`src/srg_pkg.sv`:
```
//------------------------------------------------------------------------------
// srg_pkg
// Shared types and constants for the group-reversing stream block.
//------------------------------------------------------------------------------
package srg_pkg;

	localparam int MAX_GROUP_DEF = 16;
	localparam int VALUE_W       = 32;
	localparam int GS_W          = 5;
	localparam logic [GS_W-1:0] GS_RESET = 5'd2;

	typedef logic signed [VALUE_W-1:0] value_t;

	// movement of the cell chain for the current cycle
	typedef enum logic [1:0] {
		SHIFT_HOLD,
		SHIFT_RIGHT,
		SHIFT_LEFT
	} shift_t;

	typedef enum logic [1:0] {
		ST_IDLE,
		ST_REV,
		ST_FWD
	} state_t;

endpackage

```
`src/srg_stream_if.sv`:
```
//------------------------------------------------------------------------------
// srg_stream_if
// Valid/ready channels for input items and reordered results.
//------------------------------------------------------------------------------
interface srg_item_if;
	logic            valid;
	logic            ready;
	srg_pkg::value_t value;
	logic            list_end;

	modport source (output valid, output value, output list_end, input ready);
	modport sink (input valid, input value, input list_end, output ready);
endinterface

interface srg_result_if;
	logic            valid;
	logic            ready;
	srg_pkg::value_t out_value;
	logic            run_last;
	logic            out_list_end;

	modport source (output valid, output out_value, output run_last,
		output out_list_end, input ready);
	modport sink (input valid, input out_value, input run_last,
		input out_list_end, output ready);
endinterface

```
`src/srg_cell.sv`:
```
//------------------------------------------------------------------------------
// srg_cell
// One storage cell of the chain; moves its word left, right or holds it.
//------------------------------------------------------------------------------
module srg_cell (
	input  logic            clk,
	input  srg_pkg::shift_t mode,
	input  srg_pkg::value_t from_left,
	input  srg_pkg::value_t from_right,
	output srg_pkg::value_t data
);

	srg_pkg::value_t data_q;

	always_ff @(posedge clk) begin
		case (mode)
			srg_pkg::SHIFT_RIGHT: data_q <= from_left;
			srg_pkg::SHIFT_LEFT:  data_q <= from_right;
			default:              data_q <= data_q;
		endcase
	end

	assign data = data_q;

endmodule

```
`src/srg_ctrl.sv`:
```
//------------------------------------------------------------------------------
// srg_ctrl
// Group sequencer: counts the fill, steers the chain and drives the result register.
//------------------------------------------------------------------------------
module srg_ctrl #(
	parameter int MAX_GROUP = srg_pkg::MAX_GROUP_DEF
) (
	input  logic                    clk,
	input  logic                    arst_n,
	input  logic                    cfg_we,
	input  logic [srg_pkg::GS_W-1:0] cfg_data,
	input  logic                    in_valid,
	output logic                    in_ready,
	input  logic                    in_list_end,
	input  srg_pkg::value_t         head_data,
	input  srg_pkg::value_t         tail_data,
	output srg_pkg::shift_t         mode,
	output logic                    out_valid,
	input  logic                    out_ready,
	output srg_pkg::value_t         out_value,
	output logic                    out_run_last,
	output logic                    out_list_end
);

	localparam int CNT_W = $clog2(MAX_GROUP + 1);
	localparam int IDX_W = $clog2(MAX_GROUP);
	localparam logic [IDX_W-1:0] TAIL_IDX = IDX_W'(MAX_GROUP - 1);
	localparam logic [CNT_W-1:0] ONE = CNT_W'(1);

	srg_pkg::state_t state_q, state_nxt;

	logic [srg_pkg::GS_W-1:0] group_size_q;
	logic [CNT_W-1:0] fill_q;
	logic [CNT_W-1:0] remain_q;
	logic [IDX_W-1:0] head_q;
	logic             end_flag_q;
	logic             ov_q;
	srg_pkg::value_t  ov_value_q;
	logic             ov_last_q;
	logic             ov_end_q;

	logic [CNT_W-1:0] k_eff;
	logic [CNT_W-1:0] n_new;
	logic             in_fire;
	logic             can_emit;
	logic             at_tail;
	logic             emit;
	srg_pkg::value_t  emit_value;

	always_comb begin
		if (group_size_q == '0) begin
			k_eff = ONE;
		end else if (32'(group_size_q) > MAX_GROUP) begin
			k_eff = CNT_W'(MAX_GROUP);
		end else begin
			k_eff = CNT_W'(group_size_q);
		end
	end

	assign n_new    = fill_q + ONE;
	assign in_fire  = in_valid && in_ready;
	assign can_emit = !ov_q || out_ready;
	assign at_tail  = (head_q == TAIL_IDX);

	// next state
	always_comb begin
		state_nxt = state_q;
		case (state_q)
			srg_pkg::ST_IDLE: begin
				if (in_fire) begin
					if (n_new >= k_eff) begin
						state_nxt = srg_pkg::ST_REV;
					end else if (in_list_end) begin
						state_nxt = srg_pkg::ST_FWD;
					end
				end
			end
			srg_pkg::ST_REV: begin
				if (can_emit && remain_q == ONE) begin
					state_nxt = srg_pkg::ST_IDLE;
				end
			end
			srg_pkg::ST_FWD: begin
				if (at_tail && can_emit && remain_q == ONE) begin
					state_nxt = srg_pkg::ST_IDLE;
				end
			end
			default: state_nxt = srg_pkg::ST_IDLE;
		endcase
	end

	// outputs
	always_comb begin
		in_ready   = 1'b0;
		mode       = srg_pkg::SHIFT_HOLD;
		emit       = 1'b0;
		emit_value = head_data;
		case (state_q)
			srg_pkg::ST_IDLE: begin
				in_ready = 1'b1;
				if (in_valid) begin
					mode = srg_pkg::SHIFT_RIGHT;
				end
			end
			srg_pkg::ST_REV: begin
				// newest sits in cell 0, pop it and pull the rest toward it
				if (can_emit) begin
					emit = 1'b1;
					mode = srg_pkg::SHIFT_LEFT;
				end
			end
			srg_pkg::ST_FWD: begin
				// walk the oldest beat to the far end, then drain from there
				emit_value = tail_data;
				if (!at_tail) begin
					mode = srg_pkg::SHIFT_RIGHT;
				end else if (can_emit) begin
					emit = 1'b1;
					mode = srg_pkg::SHIFT_RIGHT;
				end
			end
			default: begin
				in_ready = 1'b0;
			end
		endcase
	end

	always_ff @(posedge clk or negedge arst_n) begin
		if (!arst_n) begin
			state_q      <= srg_pkg::ST_IDLE;
			group_size_q <= srg_pkg::GS_RESET;
			fill_q       <= '0;
			remain_q     <= '0;
			head_q       <= '0;
			end_flag_q   <= 1'b0;
			ov_q         <= 1'b0;
		end else begin
			state_q <= state_nxt;
			if (cfg_we) begin
				group_size_q <= cfg_data;
			end
			if (in_fire) begin
				end_flag_q <= in_list_end;
				remain_q   <= n_new;
				head_q     <= IDX_W'(fill_q);
				if (n_new >= k_eff || in_list_end) begin
					fill_q <= '0;
				end else begin
					fill_q <= n_new;
				end
			end else if (state_q == srg_pkg::ST_FWD && !at_tail) begin
				head_q <= head_q + IDX_W'(1);
			end
			if (emit) begin
				remain_q <= remain_q - ONE;
				ov_q     <= 1'b1;
			end else if (out_ready) begin
				ov_q <= 1'b0;
			end
		end
	end

	always_ff @(posedge clk) begin
		if (emit) begin
			ov_value_q <= emit_value;
			ov_last_q  <= (remain_q == ONE);
			ov_end_q   <= (remain_q == ONE) && end_flag_q;
		end
	end

	assign out_valid    = ov_q;
	assign out_value    = ov_value_q;
	assign out_run_last = ov_last_q;
	assign out_list_end = ov_end_q;

endmodule

```
`src/stream_reverse_in_groups.sv`:
```
//------------------------------------------------------------------------------
// stream_reverse_in_groups
// Reorders a list stream in groups of group_size beats, held in a chain of cells.
//------------------------------------------------------------------------------
//  channel  | direction | payload                              | handshake
//  item     | in        | value, list_end                      | valid/ready
//  result   | out       | out_value, run_last, out_list_end    | valid/ready
//  cfg      | in        | cfg_data (group_size)                | cfg_we, no ready
//
// A beat that leaves its group incomplete is only shifted into cell 0. A beat that
// completes a group of n is followed by n pops of cell 0, newest first. A list end
// on a partial group of n first moves the oldest beat to the last cell, then drains
// the n beats from there, oldest first. One beat is worked at a time.
// Reset clears the fill count and loads group_size = 2; stalls on result only hold.
//------------------------------------------------------------------------------
module stream_reverse_in_groups #(
	parameter int MAX_GROUP = srg_pkg::MAX_GROUP_DEF
) (
	input  logic                     clk,
	input  logic                     arst_n,
	input  logic                     cfg_we,
	input  logic [srg_pkg::GS_W-1:0] cfg_data,
	srg_item_if.sink                 item,
	srg_result_if.source             result
);

	srg_pkg::value_t cell_data [MAX_GROUP];
	srg_pkg::shift_t mode;

	srg_ctrl #(
		.MAX_GROUP (MAX_GROUP)
	) u_ctrl (
		.clk          (clk),
		.arst_n       (arst_n),
		.cfg_we       (cfg_we),
		.cfg_data     (cfg_data),
		.in_valid     (item.valid),
		.in_ready     (item.ready),
		.in_list_end  (item.list_end),
		.head_data    (cell_data[0]),
		.tail_data    (cell_data[MAX_GROUP-1]),
		.mode         (mode),
		.out_valid    (result.valid),
		.out_ready    (result.ready),
		.out_value    (result.out_value),
		.out_run_last (result.run_last),
		.out_list_end (result.out_list_end)
	);

	for (genvar i = 0; i < MAX_GROUP; i++) begin : g_cell
		srg_pkg::value_t left_w, right_w;
		if (i == 0) begin : g_first
			assign left_w = item.value;
		end else begin : g_mid_l
			assign left_w = cell_data[i-1];
		end
		if (i == MAX_GROUP - 1) begin : g_last
			assign right_w = '0;
		end else begin : g_mid_r
			assign right_w = cell_data[i+1];
		end
		srg_cell u_cell (
			.clk        (clk),
			.mode       (mode),
			.from_left  (left_w),
			.from_right (right_w),
			.data       (cell_data[i])
		);
	end

endmodule
```
`src/flat_wrapper.sv`:
```
// flat-port wrapper written by rule: the top's interface ports become plain ports
module stream_reverse_in_groups_flat 
#(
	parameter int MAX_GROUP = srg_pkg::MAX_GROUP_DEF
)
  (clk, arst_n, cfg_we, cfg_data, item_valid, item_value, item_list_end, item_ready, result_valid, result_out_value, result_run_last, result_out_list_end, result_ready);
  srg_item_if item_i ();
  srg_result_if result_i ();
  input  logic clk;
  input  logic arst_n;
  input  logic cfg_we;
  input  logic [srg_pkg::GS_W-1:0] cfg_data;
  input wire logic [$bits(item_i.valid)-1:0] item_valid;
  input wire logic [$bits(item_i.value)-1:0] item_value;
  input wire logic [$bits(item_i.list_end)-1:0] item_list_end;
  output wire logic [$bits(item_i.ready)-1:0] item_ready;
  output wire logic [$bits(result_i.valid)-1:0] result_valid;
  output wire logic [$bits(result_i.out_value)-1:0] result_out_value;
  output wire logic [$bits(result_i.run_last)-1:0] result_run_last;
  output wire logic [$bits(result_i.out_list_end)-1:0] result_out_list_end;
  input wire logic [$bits(result_i.ready)-1:0] result_ready;
  assign item_i.valid = item_valid;
  assign item_i.value = item_value;
  assign item_i.list_end = item_list_end;
  assign item_ready = item_i.ready;
  assign result_valid = result_i.valid;
  assign result_out_value = result_i.out_value;
  assign result_run_last = result_i.run_last;
  assign result_out_list_end = result_i.out_list_end;
  assign result_i.ready = result_ready;
  stream_reverse_in_groups #(.MAX_GROUP(MAX_GROUP)) u_core (.clk(clk), .arst_n(arst_n), .cfg_we(cfg_we), .cfg_data(cfg_data), .item(item_i), .result(result_i));
endmodule
```
`config.mk`:
```
export PLATFORM = sky130hd
export DESIGN_NAME = stream_reverse_in_groups_flat
export DESIGN_NICKNAME = d
export VERILOG_FILES = /design/src/srg_pkg.sv /design/src/srg_stream_if.sv /design/src/srg_cell.sv /design/src/srg_ctrl.sv /design/src/stream_reverse_in_groups.sv /design/src/flat_wrapper.sv
export SDC_FILE = /design/constraint.sdc
export NUM_CORES = 1
export LEC_CHECK = 0
export BUFFER_PORTS_ARGS = -buffer_cell sky130_fd_sc_hd__buf_2
export CORE_UTILIZATION = 50
export DETAILED_ROUTE_END_ITERATION = 8
export GPL_TIMING_DRIVEN = 0
export PLACE_DENSITY = 0.63
export SLEW_MARGIN = 10
export SYNTH_ARGS = -nofsm -noshare
export SYNTH_HDL_FRONTEND = slang
export SYNTH_SLANG_ARGS = --single-unit
export TNS_END_PERCENT = 20
```
`constraint.sdc`:
```
create_clock -name clk -period 31.9 [get_ports clk]
set_input_delay 4.785 -clock clk [delete_from_list [all_inputs] [get_ports clk]]
set_output_delay 4.785 -clock clk [all_outputs]
set_load 0.01 [all_outputs]
```
==> results of run 1 <==
-- synthesized netlist by cell type (3+ instances only) --
| cell | number |
|---|---|
| nand2_1 | 20 |
| ha_1 | 14 |
| nor2b_1 | 33 |
| buf_2 | 54 |
| nand3_1 | 8 |
| xor2_1 | 5 |
| dfrtp_1 | 22 |
| clkbuf_1 | 9 |
| a21oi_1 | 6 |
| inv_1 | 8 |
| mux2_2 | 517 |
| nor3_1 | 3 |
| edfxtp_1 | 546 |
| nor2_1 | 13 |
| o21ai_0 | 6 |
-- cell families (layout without fill, tap and decap cells) --
logic type	after synthesis	count (layout)	share of synthesized area [%]
AO/OA/AOI/OAI	31	31	0.888
XOR/XNOR	5	5	0.182
AND/OR/NAND/NOR	91	91	2.11
adder cells (fa/ha/maj)	14	14	0.727
buffers and inverters	72	265	1.40
multiplexers	518	518	24.2
flip-flops	569	569	70.5
-- registers in the layout (all words and copies together), names as in the netlist --
signal / flops
u_core.g_cell.u_cell.data: 512
u_core.u_ctrl.fill_q: 5
u_core.u_ctrl.remain_q: 5
u_core.u_ctrl.out_valid: 1
u_core.u_ctrl.out_value: 32
u_core.u_ctrl.group_size_q: 5
u_core.u_ctrl.end_flag_q: 1
u_core.u_ctrl.state_q: 2
u_core.u_ctrl.out_run_last: 1
u_core.u_ctrl.head_q: 4
u_core.u_ctrl.out_list_end: 1
-- layer usage --
metal	part of all wire, %	routed length (µm)	track usage, %
met5	0	0	0
met4	1.8	852	5.20
met3	3.1	1430	2.68
met2	47	21600	29.8
met1	48	22200	28.1
-- cell type report --
cell class / count / area (µm²) / share of cell area (%)
flip-flops and latches: 569 / 17000 / 62.4
multi-input cells: 659 / 6770 / 24.9
clock buffers: 69 / 1560 / 5.72
well taps: 615 / 769 / 2.83
repair buffers: 82 / 500 / 1.84
plain buffers: 63 / 304 / 1.12
clock inverters: 42 / 299 / 1.10
inverters: 9 / 41.3 / 0.152
-- where the power goes --
part,switching [W],internal [W]
clock,0.000285,0.000379
combinational,0.000427,0.000359
sequential,0.000194,0.00146
-- metrics by stage --
stage	instance area (µm²)	cells	hold WS, ns	power (W)	worst slack [ns]
floorplan	24100	1300	0.437	0.00242	15.61
global placement	25200	1993	0.454	0.00274	11.52
detailed placement	25400	1997	0.457	0.00247	24.01
CTS	27200	2108	0.471	0.00314	24.66
global route	27200	2108	0.536	0.00328	24.46
finish	27200	2108	0.469	0.00311	24.64
-- path summary, 6_finish.rpt --
path | start | endpoint | depth (start not counted)
max in group asynchronous | arst_n | u_core.u_ctrl.group_size_q[1]$_DFFE_PN1P_ | 1
worst min-delay path | u_core.u_ctrl.end_flag_q$_DFFE_PN0P_ | u_core.u_ctrl.end_flag_q$_DFFE_PN0P_ | 2
worst max register to register | u_core.u_ctrl.state_q[0]$_DFFE_PN0P_ | u_core.g_cell[0].u_cell.data[14]$_DFFE_PP_ | 10
worst min register to register | u_core.u_ctrl.end_flag_q$_DFFE_PN0P_ | u_core.u_ctrl.end_flag_q$_DFFE_PN0P_ | 2
worst max-delay path | item_valid | u_core.g_cell[0].u_cell.data[14]$_DFFE_PP_ | 8
min in group asynchronous | arst_n | u_core.u_ctrl.remain_q[4]$_DFFE_PN0P_ | 1
-- worst min-delay path, cell delays in order (launching register included) --
cell     delay [ns]
dfrtp_1        0.34
nand2_1        0.05
nand2_1        0.05
==> flow_summary.toml, run 1 <==
[critical_path]
rrSetupSlack_ns = 27.93
critical_path_class = "in -> reg"
path_cells = "buf_2, nand2_1, clkbuf_1, a21o_1, ha_1, inv_8, buf_16, buf_16"
cpLargestDelayFamily = "buffers and inverters"
crit_path_top_delay_cell = "buf_16"
path_buf_inv = 5
startpoint_type = "input pin"
required_ns = 32.13
worstPathMaxFanout = 119
crit_path_end_kind = "flip-flop"
critPathMaxStageDelay_ns = 0.51
crit_top_cell = "buf_16"
cp.arrival_ns = 7.49

[sta]
hold_viol = 0
final.setup_skew_ns = 0.0102
rsz0062_at_grt = "no"
setup_viol = 0
worst_pin_slew_ns = 1.14
fmax_mhz = 138
setup_tns_ns = 0
final_max_slew_viol_count = 0
period_needed_ns = 7.26
finalCritPeriodShare_pct = 22.8
slew_headroom_pct = 24.1

[cts]
cts-resized-gates = 0
hold_buffers = 0
clockBufferDepth = 3
numClockSinks = 569
clk_latency_ns = 0.60
cts_buffers = 60
post_cts_buffers = 0
htree_num_levels = 2
cts_root_buf = "clkbuf_16"
path_clk_slew_ns = 0.06
tritoncts = "done"

[synthesis]
syn_nets = 1357
yosysUniqueCellTypes = 42
synth_area_um2 = 24100
yosysTopAreaCell = "edfxtp_1"
yosysWarnings = 0
synthCells = 1300
syn_avg_cell_area_um2 = 18.5
ys.flop_type = "edfxtp_1"
yosysSeqAreaShare_pct = 70.5
synth-edff-count = 546
yosysTopAreaCellShare_pct = 68.1
synthArstFlopShare_pct = 4.04
yosys-top-cells-area = "edfxtp_1 68%, mux2_2 24%, dfrtp_1 2.3%"
ys_ff_latch = 569

[placement]
portBuffers = 78
place_congestion = 0.763
place_hpwl_mm = 28.7

[layout]
nFillCells = 3691
nNetsFinal = 1501
antenna_cells = 0
final_common_cell = "edfxtp_1"
fin_util_pct = 57.1
layout_common_cells = "546 x edfxtp_1, 517 x mux2_2, 132 x buf_2"
syn2layout_area_growth_pct = 13.0
drive_gt1_share_pct = 49.8

[floorplanning]
ios = 79
floorplan.initialDensity_pct = 50.5
rows = 80
die_y_um = 221
core_um2 = 47600
die_x_um = 221
die-area_um2 = 49100

[drt]
wire_per_inst_um = 21.9
drtAntennaViolNets = 0
routed_wl_mm = 46.1
drt_iter0_markers = 857
via_per_inst = 5.55
num_vias = 11700
firstDrtPassIters = 7
drc = 0

[grt]
gr-usage-all-layers_pct = 19.1
antenna_found_initial = 0
grt_pass1_wl_mm = 71.8
grt_max_degree = 120
grt_pass1_vias = 12100
grt_overflow = 0

[hold_path]
worstHoldPathType = "reg -> reg"

[power]
p_per_area_nw_per_um2 = 114
p_leak_nw = 9.55
peakVddDrop_mv = 0.0917

[outcome]
status = "complete, no violations"

[flow_run]
maxCapViolCount = 0
Note: power is estimated with default switching activity, not from simulation.
==> inputs of run 2 (changes only) <==
Settings changed: PLACE_DENSITY 0.63 to 0.66.
Clock period 31.9 ns to 5.85 ns, I/O delays scaled along.
==> flow_summary.toml, run 2 (synthesized netlist as in run 1, its figures left out) <==
[critical_path]
crit_top_cell = "buf_12"
r2r-start = "u_core.u_ctrl.state_q[0]$_DFFE_PN0P_"
cp.arrival_ns = 4.22
critPathMaxStageDelay_ns = 0.63
cpLargestDelayFamily = "buffers and inverters"
required_ns = 6.19
crit_path_top_delay_cell = "clkinvlp_4"
path_cells = "inv_1, ha_1, buf_2, buf_4, o21ai_1, a21o_1, ha_4, clkinvlp_4, buf_12, buf_12, buf_12, buf_12"
worstPathMaxFanout = 43
crit_path_end_kind = "flip-flop"
critical_path_class = "reg -> reg"
startpoint_type = "flip-flop"
cp-startpoint = "u_core.u_ctrl.state_q[0]$_DFFE_PN0P_"
path_buf_inv = 8

[cts]
cts_root_buf = "clkbuf_16"
clk_latency_ns = 0.61
cts_buffers = 59
htree_num_levels = 2
hold_buffers = 0
numClockSinks = 569
tritoncts = "done"
cts-resized-gates = 0
path_clk_slew_ns = 0.06
clockBufferDepth = 3
post_cts_buffers = 0

[grt]
grt_max_degree = 44
grt_overflow = 0
grt_pass1_wl_mm = 72.8
grt_pass1_vias = 12300
gr-usage-all-layers_pct = 19.3
antenna_found_initial = 0

[layout]
final_common_cell = "edfxtp_1"
antenna_cells = 0
seq_area_um2 = 17000
instances_no_fill = 2112
syn2layout_area_growth_pct = 14.3
largest_reg_flops = 512
layout_common_cells = "546 x edfxtp_1, 517 x mux2_2, 131 x buf_2"
nFillCells = 3622
multi_input_area_um2 = 6810
drive_gt1_share_pct = 50.6
nNetsFinal = 1510

[placement]
place_congestion = 0.752
place_hpwl_mm = 29.3
placed_cells = 2007
portBuffers = 78

[floorplanning]
die-area_um2 = 49100
die_y_um = 221
floorplan.initialDensity_pct = 50.5
die_x_um = 221
core_um2 = 47600
ios = 79
rows = 80

[outcome]
violations = "DRC"
status = "finished with violations"

[drt]
via_per_inst = 5.57
drtAntennaViolNets = 0
num_vias = 11800
routed_wl_mm = 46.4
drc = 1
firstDrtPassIters = 7
drt_iter0_markers = 864
wire_per_inst_um = 22.0

[flow_run]
maxCapViolCount = 0

[power]
p_leak_nw = 9.68
peakVddDrop_mv = 0.318
p_per_area_nw_per_um2 = 631

[sta]
worst_pin_slew_ns = 1.09
slew_headroom_pct = 27.1
whs_ns = 0.258
hold_viol = 0
rsz0062_at_grt = "no"
final.setup_skew_ns = 0.0150
setup_viol = 0
final_max_slew_viol_count = 0
fmax_mhz = 258
period_needed_ns = 3.88
setup_tns_ns = 0
finalCritPeriodShare_pct = 66.4

[hold_path]
worstHoldPathType = "in -> async"
## run 2: power by group
| group | internal (W) | switching (W) |
|---|---|---|
| clock network | 0.00224 | 0.00154 |
| registers | 0.00794 | 0.00103 |
| logic | 0.00220 | 0.00241 |
## run 2: path summary, 6_finish.rpt
path                                                              end  slack, ns  cells past startpoint
setup / recovery           u_core.g_cell[1].u_cell.data[24]$_DFFE_PP_       1.97                     12
hold / removal                  u_core.u_ctrl.remain_q[4]$_DFFE_PN0P_       0.26                      1
setup reg to reg           u_core.g_cell[1].u_cell.data[24]$_DFFE_PP_       1.97                     12
hold reg to reg                  u_core.u_ctrl.end_flag_q$_DFFE_PN0P_       0.48                      2
max in group asynchronous   u_core.u_ctrl.group_size_q[1]$_DFFE_PN1P_       5.22                      1
min in group clk                 u_core.u_ctrl.end_flag_q$_DFFE_PN0P_       0.48                      2
## run 2: per-stage QoR
stage / utilization, % / total power, W / cell area (µm²) / worst slack (ns)
CTS: 57.8 / 0.0175 / 27500 / 1.92
global route: 57.8 / 0.0183 / 27500 / 1.70
detailed placement: 53.7 / 0.0137 / 25600 / 1.93
floorplan: - / 0.0110 / 24100 / -3.77
global placement: 53.1 / 0.0107 / 25300 / -6.94
finish: 57.8 / 0.0174 / 27500 / 1.97
## run 2: routing by layer
metal	track usage (%)	wire [µm]	vias to the layer above	share of wire, %
li1	-	-	5398	-
met1	28.1	22000	6107	47
met5	0	0	-	0
met4	4.93	823	0	1.8
met2	30.6	21800	212	47
met3	2.87	1840	57	4.0
## run 2: worst reg2reg max path, delay by kind of cell, from the launching register on
kind                     cells  cell delay (ns)
buffers and inverters        8             2.44
adder cells (fa/ha/maj)      2             0.44
flip-flops                   1             0.41
AO/OA/AOI/OAI                2             0.31
## run 2: layout make-up
cell class	instances	share of cell area (%)
well taps	615	2.80
repair buffers	92	2.49
plain buffers	63	1.15
multi-input cells	659	24.7
clock inverters	35	1.35
flip-flops and latches	569	61.7
inverters	9	0.136
clock buffers	70	5.67
